<file path="src/hdl/assert_macros.svh">
// Assertion macros for the key/value table RTL.
`ifndef ASSERT_MACROS_SVH
`define ASSERT_MACROS_SVH

// Same-cycle implication, checked on the rising clock edge outside reset.
`define KVT_ASSERT_NOW(label, ante, cons, msg) \
  label: assert property (@(posedge clk) disable iff (!rst_n) (ante) |-> (cons)) \
    else $error(msg);

// Next-cycle implication, checked on the rising clock edge outside reset.
`define KVT_ASSERT_NEXT(label, ante, cons, msg) \
  label: assert property (@(posedge clk) disable iff (!rst_n) (ante) |=> (cons)) \
    else $error(msg);

`endif

</file>
<file path="src/hdl/kvt_pkg.sv">
// Shared types, codes and defaults for the key/value table.
`timescale 1ns / 1ps

package kvt_pkg;

  localparam int DEF_CAPACITY   = 16;
  localparam int DEF_KEY_BITS   = 32;
  localparam int DEF_VALUE_BITS = 32;

  localparam int OP_W     = 2;
  localparam int STATUS_W = 2;
  localparam int FIELD_W  = 32;
  localparam int INDEX_W  = 4;
  localparam int COUNT_W  = 5;
  localparam int EXT_W    = 64;

  typedef enum logic [OP_W-1:0] {
    OP_INSERT = 2'd0,
    OP_LOOKUP = 2'd1,
    OP_DELETE = 2'd2,
    OP_CLEAR  = 2'd3
  } op_t;

  typedef enum logic [STATUS_W-1:0] {
    ST_DONE = 2'd0,
    ST_MISS = 2'd1,
    ST_FULL = 2'd2
  } status_t;

  typedef struct packed {
    logic load;
    logic search;
    logic exec;
  } cmd_t;

endpackage

</file>
<file path="src/hdl/kvt_ctrl.sv">
// Request sequencer: accept, search cycle, execute cycle.
`timescale 1ns / 1ps

module kvt_ctrl (
  input  logic         clk,
  input  logic         rst_n,
  input  logic         start,
  output logic         busy,
  output kvt_pkg::cmd_t cmd
);

  typedef enum logic [2:0] {
    S_IDLE   = 3'b001,
    S_SEARCH = 3'b010,
    S_EXEC   = 3'b100
  } state_t;

  state_t state_r;
  state_t state_nxt;
  logic   accept;

  assign busy   = (state_r == S_SEARCH);
  assign accept = start && !busy;

  always_comb begin
    cmd.load   = accept;
    cmd.search = (state_r == S_SEARCH);
    cmd.exec   = (state_r == S_EXEC);
  end

  always_comb begin
    state_nxt = state_r;
    case (state_r)
      S_IDLE:   if (accept) state_nxt = S_SEARCH;
      S_SEARCH: state_nxt = S_EXEC;
      S_EXEC: begin
        if (accept) begin
          state_nxt = S_SEARCH;
        end else begin
          state_nxt = S_IDLE;
        end
      end
      default:  state_nxt = S_IDLE;
    endcase
  end

  always_ff @(posedge clk) begin
    if (!rst_n) begin
      state_r <= S_IDLE;
    end else begin
      state_r <= state_nxt;
    end
  end

endmodule

</file>
<file path="src/hdl/kvt_datapath.sv">
// Entry registers, parallel key compare, update logic and result registers.
`timescale 1ns / 1ps

module kvt_datapath #(
  parameter int CAPACITY   = kvt_pkg::DEF_CAPACITY,
  parameter int KEY_BITS   = kvt_pkg::DEF_KEY_BITS,
  parameter int VALUE_BITS = kvt_pkg::DEF_VALUE_BITS
) (
  input  logic                           clk,
  input  logic                           rst_n,
  input  kvt_pkg::cmd_t                  cmd,
  input  logic [kvt_pkg::OP_W-1:0]       in_operation,
  input  logic [kvt_pkg::FIELD_W-1:0]    in_key,
  input  logic [kvt_pkg::FIELD_W-1:0]    in_value,
  output logic                           out_strobe,
  output logic [kvt_pkg::STATUS_W-1:0]   out_status,
  output logic                           out_hit,
  output logic [kvt_pkg::FIELD_W-1:0]    out_found_value,
  output logic [kvt_pkg::INDEX_W-1:0]    out_match_index,
  output logic [kvt_pkg::COUNT_W-1:0]    out_entry_count,
  output logic                           out_is_empty
);

  localparam int IDX_W = $clog2(CAPACITY);
  localparam int CNT_W = $clog2(CAPACITY + 1);

  logic [KEY_BITS-1:0]   key_store_r   [CAPACITY];
  logic [VALUE_BITS-1:0] value_store_r [CAPACITY];
  logic [CNT_W-1:0]      count_r;
  logic [CNT_W-1:0]      count_nxt;

  kvt_pkg::op_t          req_op_r;
  logic [KEY_BITS-1:0]   req_key_r;
  logic [VALUE_BITS-1:0] req_val_r;

  logic                  hit_r;
  logic [IDX_W-1:0]      pos_r;
  logic [VALUE_BITS-1:0] found_r;

  logic                  srch_hit;
  logic [IDX_W-1:0]      srch_pos;
  logic                  full;
  logic [IDX_W-1:0]      tail_idx;

  logic [kvt_pkg::EXT_W-1:0] key_ext;
  logic [kvt_pkg::EXT_W-1:0] val_ext;
  logic [kvt_pkg::EXT_W-1:0] found_ext;
  logic [kvt_pkg::EXT_W-1:0] index_ext;
  logic [kvt_pkg::EXT_W-1:0] count_ext;

  kvt_pkg::status_t      res_status;
  logic                  res_hit;
  logic [IDX_W-1:0]      res_index;
  logic [VALUE_BITS-1:0] res_found;

  logic                           out_strobe_r;
  logic [kvt_pkg::STATUS_W-1:0]   out_status_r;
  logic                           out_hit_r;
  logic [kvt_pkg::FIELD_W-1:0]    out_found_value_r;
  logic [kvt_pkg::INDEX_W-1:0]    out_match_index_r;
  logic [kvt_pkg::COUNT_W-1:0]    out_entry_count_r;
  logic                           out_is_empty_r;

  assign key_ext  = kvt_pkg::EXT_W'(in_key);
  assign val_ext  = kvt_pkg::EXT_W'(in_value);
  assign full     = (count_r == CNT_W'(CAPACITY));
  assign tail_idx = count_r[IDX_W-1:0];

  // hold the request
  always_ff @(posedge clk) begin
    if (cmd.load) begin
      req_op_r  <= kvt_pkg::op_t'(in_operation);
      req_key_r <= key_ext[KEY_BITS-1:0];
      req_val_r <= val_ext[VALUE_BITS-1:0];
    end
  end

  // first valid match, lowest position wins
  always_comb begin
    srch_hit = 1'b0;
    srch_pos = '0;
    for (int i = CAPACITY - 1; i >= 0; i--) begin
      if ((CNT_W'(i) < count_r) && (key_store_r[i] == req_key_r)) begin
        srch_hit = 1'b1;
        srch_pos = IDX_W'(i);
      end
    end
  end

  always_ff @(posedge clk) begin
    if (cmd.search) begin
      hit_r   <= srch_hit;
      pos_r   <= srch_pos;
      found_r <= value_store_r[srch_pos];
    end
  end

  always_comb begin
    res_status = kvt_pkg::ST_DONE;
    res_hit    = 1'b0;
    res_index  = '0;
    res_found  = '0;
    count_nxt  = count_r;
    case (req_op_r)
      kvt_pkg::OP_INSERT: begin
        if (hit_r) begin
          res_hit   = 1'b1;
          res_index = pos_r;
          res_found = found_r;
        end else if (full) begin
          res_status = kvt_pkg::ST_FULL;
        end else begin
          res_index = tail_idx;
          count_nxt = count_r + CNT_W'(1);
        end
      end
      kvt_pkg::OP_LOOKUP, kvt_pkg::OP_DELETE: begin
        if (hit_r) begin
          res_hit   = 1'b1;
          res_index = pos_r;
          res_found = found_r;
          if (req_op_r == kvt_pkg::OP_DELETE) begin
            count_nxt = count_r - CNT_W'(1);
          end
        end else begin
          res_status = kvt_pkg::ST_MISS;
        end
      end
      kvt_pkg::OP_CLEAR: begin
        count_nxt = '0;
      end
      default: begin
        count_nxt = count_r;
      end
    endcase
  end

  // update entries: overwrite, append or shift down
  always_ff @(posedge clk) begin
    if (cmd.exec && hit_r && (req_op_r == kvt_pkg::OP_INSERT)) begin
      value_store_r[pos_r] <= req_val_r;
    end
    if (cmd.exec && !hit_r && !full && (req_op_r == kvt_pkg::OP_INSERT)) begin
      key_store_r[tail_idx]   <= req_key_r;
      value_store_r[tail_idx] <= req_val_r;
    end
    if (cmd.exec && hit_r && (req_op_r == kvt_pkg::OP_DELETE)) begin
      for (int i = 0; i < CAPACITY - 1; i++) begin
        if (IDX_W'(i) >= pos_r) begin
          key_store_r[i]   <= key_store_r[i + 1];
          value_store_r[i] <= value_store_r[i + 1];
        end
      end
    end
  end

  always_ff @(posedge clk) begin
    if (!rst_n) begin
      count_r <= '0;
    end else if (cmd.exec) begin
      count_r <= count_nxt;
    end
  end

  assign found_ext = kvt_pkg::EXT_W'(res_found);
  assign index_ext = kvt_pkg::EXT_W'(res_index);
  assign count_ext = kvt_pkg::EXT_W'(count_nxt);

  always_ff @(posedge clk) begin
    if (!rst_n) begin
      out_strobe_r <= 1'b0;
    end else begin
      out_strobe_r <= cmd.exec;
    end
  end

  always_ff @(posedge clk) begin
    if (cmd.exec) begin
      out_status_r      <= res_status;
      out_hit_r         <= res_hit;
      out_found_value_r <= found_ext[kvt_pkg::FIELD_W-1:0];
      out_match_index_r <= index_ext[kvt_pkg::INDEX_W-1:0];
      out_entry_count_r <= count_ext[kvt_pkg::COUNT_W-1:0];
      out_is_empty_r    <= (count_nxt == '0);
    end
  end

  assign out_strobe      = out_strobe_r;
  assign out_status      = out_status_r;
  assign out_hit         = out_hit_r;
  assign out_found_value = out_found_value_r;
  assign out_match_index = out_match_index_r;
  assign out_entry_count = out_entry_count_r;
  assign out_is_empty    = out_is_empty_r;

endmodule

</file>
<file path="src/hdl/key_value_table.sv">
// Key/value table top level: sequencer plus entry datapath.
//
// Usage:
//   Present in_operation, in_key and in_value with start high; the request
//   is taken at a rising edge where start is high and busy is low.
//   Operations: insert (overwrite or append), lookup, delete with shift-down,
//   clear. Every request gives exactly one result.
//   After the accepting edge the search registers load, then the result
//   register loads at the end of the update step, so out_strobe is high for
//   the following cycle and the result is taken at the rising edge ending it.
//   A new request can be taken in the update step of the one before: the
//   search step compares the key against all entries in parallel, the update
//   step applies the update, and busy is high only during the search step.
//   The result ports hold their value until the next result; the receiver
//   cannot stall and must take each result in its strobe cycle.
//   Reset empties the table by clearing the entry count; entry contents are
//   not cleared and are never matched above the entry count.
`timescale 1ns / 1ps

`include "assert_macros.svh"

module key_value_table #(
  parameter int CAPACITY   = kvt_pkg::DEF_CAPACITY,
  parameter int KEY_BITS   = kvt_pkg::DEF_KEY_BITS,
  parameter int VALUE_BITS = kvt_pkg::DEF_VALUE_BITS
) (
  input  logic                           clk,
  input  logic                           rst_n,
  input  logic                           start,
  output logic                           busy,
  input  logic [kvt_pkg::OP_W-1:0]       in_operation,
  input  logic [kvt_pkg::FIELD_W-1:0]    in_key,
  input  logic [kvt_pkg::FIELD_W-1:0]    in_value,
  output logic                           out_strobe,
  output logic [kvt_pkg::STATUS_W-1:0]   out_status,
  output logic                           out_hit,
  output logic [kvt_pkg::FIELD_W-1:0]    out_found_value,
  output logic [kvt_pkg::INDEX_W-1:0]    out_match_index,
  output logic [kvt_pkg::COUNT_W-1:0]    out_entry_count,
  output logic                           out_is_empty
);

  kvt_pkg::cmd_t cmd;

  kvt_ctrl u_ctrl (
    .clk   (clk),
    .rst_n (rst_n),
    .start (start),
    .busy  (busy),
    .cmd   (cmd)
  );

  kvt_datapath #(
    .CAPACITY   (CAPACITY),
    .KEY_BITS   (KEY_BITS),
    .VALUE_BITS (VALUE_BITS)
  ) u_datapath (
    .clk             (clk),
    .rst_n           (rst_n),
    .cmd             (cmd),
    .in_operation    (in_operation),
    .in_key          (in_key),
    .in_value        (in_value),
    .out_strobe      (out_strobe),
    .out_status      (out_status),
    .out_hit         (out_hit),
    .out_found_value (out_found_value),
    .out_match_index (out_match_index),
    .out_entry_count (out_entry_count),
    .out_is_empty    (out_is_empty)
  );

  `KVT_ASSERT_NEXT(a_accept_busy, start && !busy, busy, "accepted request did not enter search")
  `KVT_ASSERT_NEXT(a_search_one, busy, !busy, "search phase lasted more than one cycle")
  `KVT_ASSERT_NOW(a_strobe_src, out_strobe, $past(busy, 2), "result strobe without a request")
  `KVT_ASSERT_NOW(a_full_nohit, out_strobe && (out_status == kvt_pkg::ST_FULL), !out_hit, "full result reports a hit")

endmodule
</file>
<file path="config.mk">
export PLATFORM = sky130hd
export DESIGN_NAME = key_value_table
export DESIGN_NICKNAME = d
export VERILOG_FILES = /design/src/hdl/kvt_pkg.sv /design/src/hdl/kvt_ctrl.sv /design/src/hdl/kvt_datapath.sv /design/src/hdl/key_value_table.sv
export VERILOG_INCLUDE_DIRS = /design/src /design/src/hdl
export SDC_FILE = /design/constraint.sdc
export NUM_CORES = 2
export LEC_CHECK = 0
export ABC_AREA = 1
export BUFFER_PORTS_ARGS = -buffer_cell sky130_fd_sc_hd__buf_4
export CORE_MARGIN = 2
export CORE_UTILIZATION = 30
export DETAILED_ROUTE_END_ITERATION = 16
export PLACE_DENSITY = 0.55
export SLEW_MARGIN = 20
export SYNTH_ARGS = -nofsm -noshare
export SYNTH_HDL_FRONTEND = slang
export SYNTH_HIERARCHICAL = 1
export SYNTH_SLANG_ARGS = --single-unit
</file>
<file path="constraint.sdc">
create_clock -name clk -period 13.48 [get_ports clk]
set_input_delay 2.022 -clock clk [delete_from_list [all_inputs] [get_ports clk]]
set_output_delay 2.022 -clock clk [all_outputs]
set_load 0.01 [all_outputs]
</file>
## After elaboration in Yosys (flattened, before gate mapping)

Memory sizes are Yosys's and may differ from the RTL's. A register that Yosys moved wholly into a read port is not among the register bits.
Index checks and enable logic that the tools add are counted.

- Add/sub/neg operators: 2
- $mul: 0
- Divide/modulo/power cells: 0
- Shift-type cells: 0
- $lt $le $gt $ge: 31
- Muxes and demuxes: 92
- Reductions and logical operators: 35
- Bitwise logic cells: 0
- Eq/ne operators: 24

Operators by type and width:

| kind | number |
|---|---|
| equality test 32 bit | 16 |
| 2-to-1 mux 32 bit | 3 |
| OR reduction 32 bit | 3 |
| 2-to-1 mux 4 bit | 22 |
| 2-to-1 mux 1 bit | 55 |
| less-than comparator 4 x 5 -> 1 bit (first input constant) | 8 |
| >= comparator 4 bit (first input constant) | 7 |
| logical AND 1 bit | 23 |
| less-than comparator 3 x 5 -> 1 bit (first input constant) | 4 |
| 2-to-1 mux 5 bit | 4 |
| >= comparator 3 x 4 -> 1 bit (first input constant) | 4 |
| one-hot mux 5 bit (3 select lines) | 1 |
| OR reduction 15 bit | 1 |
| less-than comparator 1 x 5 -> 1 bit (first input constant) | 2 |
| less-than comparator 2 x 5 -> 1 bit (first input constant) | 2 |
| one-hot mux 3 bit (3 select lines) | 1 |
| >= comparator 1 x 4 -> 1 bit (first input constant) | 2 |
| >= comparator 2 x 4 -> 1 bit (first input constant) | 2 |
| one-hot mux 4 bit (2 select lines) | 1 |
| 2-to-1 mux 2 bit | 3 |
| adder 5 x 1 -> 5 bit (second input constant) | 1 |
| equality test 5 bit (second input constant) | 1 |
| logical NOT 5 bit | 1 |
| subtractor 5 x 1 -> 5 bit (second input constant) | 1 |
| other kinds (13) | 16 |

- Register bits: 125
- Word-level logic and storage cells: 200
- Memories kept: 2
- Input port bits: 69
- Output and inout bits: 47
- Bits in latches: 0
- Memory bits (read-only): 0
- Memory bits (writable): 1,024

Memories:

| memory | words | bits a word | rd ports | clocked after Yosys merged registers in | write ports | RTL line | RTL |
|---|---|---|---|---|---|---|---|
| u_datapath.key_store_r | 16 | 32 | 16 | 0 | 15 | kvt_datapath.sv:27 | `logic [KEY_BITS-1:0] key_store_r [CAPACITY];` |
| u_datapath.value_store_r | 16 | 32 | 16 | 1 | 15 | kvt_datapath.sv:28 | `logic [VALUE_BITS-1:0] value_store_r [CAPACITY];` |

## Depth between registers and ports, before layout

An unclocked memory read counts as a cell.

- Depth after elaboration: 19
- Gate-level depth with buffers: 33
- Mapped depth without buffers: 30

## By module

The synthesis kept the hierarchy.

By module, submodules not included:

| module | area each (µm²) | cells each | instances |
|---|---|---|---|
| kvt_datapath | 59,661.0 | 6,413 | 1 |
| kvt_ctrl | 156.4 | 23 | 1 |

## Worst setup path after synthesis

No wires, ideal clock.

- Path kind: register to register
- Start: register u_ctrl.state_r[0]
- End: memory u_datapath/value_store_r[11][0] in the netlist's numbering (enable)
- Required time: 13.014 ns
- Cell stages (with the launch flop): 13
- Path slack: 7.975 ns
- Data arrival time: 5.040 ns
- Clock period less this slack: 5.505 ns
- Path buffers: 0
- Cell sequence: dfxtp_1 nor2_1 nand2_1 inv_1 nand2_1 inv_1 nand2_1 nor2_1 inv_1 o21ai_0 inv_1 or2_2 o21ai_0

RTL lines:

| item | RTL line | RTL |
|---|---|---|
| start: declaration | kvt_ctrl.sv:18 | `state_t state_r;` |
| start signal: assignment | kvt_ctrl.sv:51 | `state_r <= state_nxt;` |
| end: declaration | kvt_datapath.sv:28 |  |

## Worst setup path after layout

- Start: register u_datapath.req_key_r[8]
- End: register u_datapath.found_r[6], read port of u_datapath.value_store_r, data pin

- Word-level cells in the longest chain between the ends: 18
- Elaborated cells on any way between the ends: 48
- Classes of those cells: eq/ne (16); mux (16); reduce/logical (16)

Ends and longest elaborated chain:

| item | RTL line | RTL |
|---|---|---|
| start: declaration | kvt_datapath.sv:33 | `logic [KEY_BITS-1:0] req_key_r;` |
| start signal: assignment | kvt_datapath.sv:73 | `req_key_r <= key_ext[KEY_BITS-1:0];` |
| equality test 32 bit | kvt_datapath.sv:83 | `if ((CNT_W'(i) < count_r) && (key_store_r[i] == req_key_r)) begin` |
| logical AND 1 bit | kvt_datapath.sv:83 |  |
| 2-to-1 mux 4 bit (15 in a row) | kvt_datapath.sv:83 |  |
| 2-to-1 mux 4 bit (*) | kvt_datapath.sv:83 |  |
| end: declaration | kvt_datapath.sv:38 | `logic [VALUE_BITS-1:0] found_r;` |

Every way passes the cells marked *; elsewhere a longest branch is shown, timed or not.
A chain may end at the register's enable or synchronous reset.

==> flow_summary.ini <==
[logic_synthesis]
synthSimpleGateAreaFrac_pct = 19.9
synth_ff_type = edfxtp_1
synth-seq-area-share_pct = 59.1
yosys-top-cells-count = 1718 x nand2_1, 1172 x edfxtp_1, 604 x o21ai_0
synth_mux_area_share_pct = 0
async_flop_share_pct = 0
syn_area_um2 = 59800
synth_compound_area_share_pct = 10.9
ys_types = 52
yosysWarnings = 6
synth_top_family_by_area = simple AND/OR/NAND/NOR gates
syn_nets = 6514
synth.avg_cell_area_um2 = 9.29
synth_xor_area_share_pct = 3.38
yosys.area_share.adder_pct = 0.188
synth-edff-count = 1172
synth_top_area_share_pct = 58.8
yosysMostFrequentCell = nand2_1
yosysTopAreaCell = edfxtp_1
synth_seq_cells = 1181
synthTopCellsByArea = edfxtp_1 59%, nand2_1 11%, o21ai_0 5.1%
syn_inst = 6436

[global_route]
antenna_found_initial = 4
grt_pass1_wl_mm = 324
grt_usage_pct = 21.7
grt.overflow.total = 0
grt_pass1_vias = 45000
grt_max_degree = 150

[sta]
fin_crit_sh_pct = 51.5
rsz0062_at_grt = false
tightest_slew_ps = 1160
slew_headroom_pct = 22.4
finalSetupTns_ps = 0
final-hold-violation-count = 0
min_period_ps = 6940
finalMaxSlewViolations = 0
max_freq_mhz = 144
skew_ps = 37.6
setup-violations-final = 0

[floorplan]
core_um2 = 198000
initial_core_util_pct = 30.2
die_x_um = 451
die_area_um2 = 203000
pin_count = 116
die_h_um = 451
row_count = 163

[placed_design]
dp_hpwl_mm = 136
dp_cells = 8833
gp_congestion = 0.942
portBuffers = 115

[power_and_ir_drop]
p_seq_share_pct = 48.8
clkPwrFrac_pct = 45.9
ir_drop_mv = 0.0967
p_leak_nw = 25.2
internal_power_mw = 6.40
p_comb_share_pct = 5.4
cellPowerDensity_nw_per_um2 = 124
switching_share_pct = 23.6
switching_power_mw = 1.98

[drt]
first_pass_iters = 6
drt_iter0_drc = 7023
via_per_inst = 5.39
ant_nets = 0
route.detailed.drc = 0
totalWireLength_mm = 227
routedWlPerCell_um = 25.0
vias = 49000

[setup_path]
critPathCaptureType = flip-flop
cp.required_ps = 14020
critPathMaxStageDelay_ps = 840
start_kind = flip-flop
critical_path.slowest_cell = clkinv_1
cpMostUsedCell = nand2_1
crit_type = reg2reg
critPathArrivalTime_ps = 7490
reg2regPathDepth = 29
ff2ff_setup_slack_ps = 6540
cp_max_fo = 149
r2r_end = u_datapath/found_r[6]
r2r_start = u_datapath/req_key_r[8]

[flow_run]
maxCapViolCount = 0

[hold_path]
min_path_type = reg2reg
hold_path_end = u_datapath/value_store_r[15][22]
hold_depth = 0
hold_start = u_datapath/req_val_r[22]

[run_status]
status = completed

[clocking]
postCtsResizedCells = 0
htree_levels = 4
path_clk_slew_ps = 60
clk_path_buf_depth = 3
insertion_delay_ps = 800
cts_setup_buffers = 0
tritoncts = done
cts_hold_buf = 0
cts_root_buffer = clkbuf_16
cts_made_buffers = 138
cts_sinks = 1181

[finish]
area_growth_pct = 13.3
drive_gt1_share_pct = 8.73
nets = 6411
final_cells = 9093
==> metrics by stage <==
stage	cell area [µm²]	hold WS (ps)	power [mW]	util (%)	setup slack [ps]
finish	67800	485	8.37	34.3	6540
global route	67800	507	8.60	34.3	6230
CTS	67800	486	8.42	34.2	6880
detailed placement	63200	473	4.59	31.9	6890
global placement	63100	475	4.58	31.9	6880
floorplan	59800	421	4.40	-	7970
==> layout make-up <==
class	instances	area, µm²
Multi-Input combinational cell	4365	21100
Clock buffer	158	3610
Fill cell	20200	130000
Tap cell	2640	3300
Timing Repair Buffer	246	1910
Inverter	401	1520
Clock inverter	97	951
Sequential cell	1181	35400
Antenna cell	5	12.5
==> cells by family (layout without fill, tap and decap cells) <==
logic type / after synthesis / after routing
buffers and inverters: 890 / 902
XOR/XNOR: 231 / 231
adder cells (fa/ha/maj): 9 / 9
other: 0 / 5
AND/OR/NAND/NOR: 2894 / 2894
AO/OA/AOI/OAI: 1231 / 1231
flip-flops: 1181 / 1181
==> layer usage <==
metal | routed length (µm) | global-route usage [%]
met5 | 12 | 0
met4 | 9140 | 8.67
met3 | 24500 | 4.35
met2 | 96400 | 31.5
met1 | 96800 | 31.3
==> placed cells by master (no fill, tap or decap), types with 12 or more instances in the layout <==
cell	Yosys	routed
inv_1	368	361
o21ai_1	40	36
inv_2	27	30
nor4_1	35	35
nand3_1	458	458
clkbuf_16	0	142
o22ai_1	125	125
bufinv_16	0	14
nand4_1	75	75
buf_4	27	242
clkbuf_1	289	16
or2_2	19	19
nor3_1	13	12
xnor2_1	160	160
a21oi_1	398	398
o21ai_0	604	583
xor2_1	71	71
clkinv_2	0	29
a221oi_1	16	16
o21ai_4	0	21
clkinv_1	5	40
nor2_1	544	539
nand2_1	1718	1716
edfxtp_1	1172	1172
==> power by group through the flow <==
stage	logic (mW)	registers, mW	clock network, mW
2_1_floorplan	0.249	4.15	0
3_3_place_gp	0.425	4.16	0
3_5_place_dp	0.432	4.16	0
4_1_cts	0.433	4.08	3.91
5_1_grt	0.473	4.08	4.04
6_report	0.448	4.08	3.84
==> worst max-delay path: cells and delay by family, from the launching register on <==
kind                   cells  cell delay (ps)
AND/OR/NAND/NOR           26             4070
buffers and inverters      3             1940
flip-flops                 1              340
==> flip-flops by register name (all words and copies together) (netlist names) <==
signal,count
u_datapath/out_match_index,4
u_datapath/out_entry_count,5
u_datapath/req_op_r,2
u_datapath/count_r,5
u_datapath/key_store_r,512
u_ctrl/state_r,3
u_datapath/out_found_value,32
u_datapath/req_key_r,32
u_datapath/out_strobe,1
u_datapath/hit_r,1
u_datapath/req_val_r,32
u_datapath/found_r,32
u_datapath/pos_r,4
u_datapath/out_is_empty,1
u_datapath/value_store_r,512
u_datapath/out_hit,1
u_datapath/out_status,2
==> worst max-delay path by stage <==
stage,cells past startpoint,to,start
detailed placement,30,u_datapath/found_r[12],u_datapath/req_key_r[8]
finish,29,u_datapath/found_r[6],u_datapath/req_key_r[8]
global placement,29,u_datapath/found_r[28],u_datapath/req_key_r[8]
global route,29,u_datapath/found_r[12],u_datapath/req_key_r[8]
floorplan,12,u_datapath/value_store_r[11][0],u_ctrl/state_r[0]
CTS,30,u_datapath/found_r[12],u_datapath/req_key_r[8]
Power figures use the tool's default switching activity.
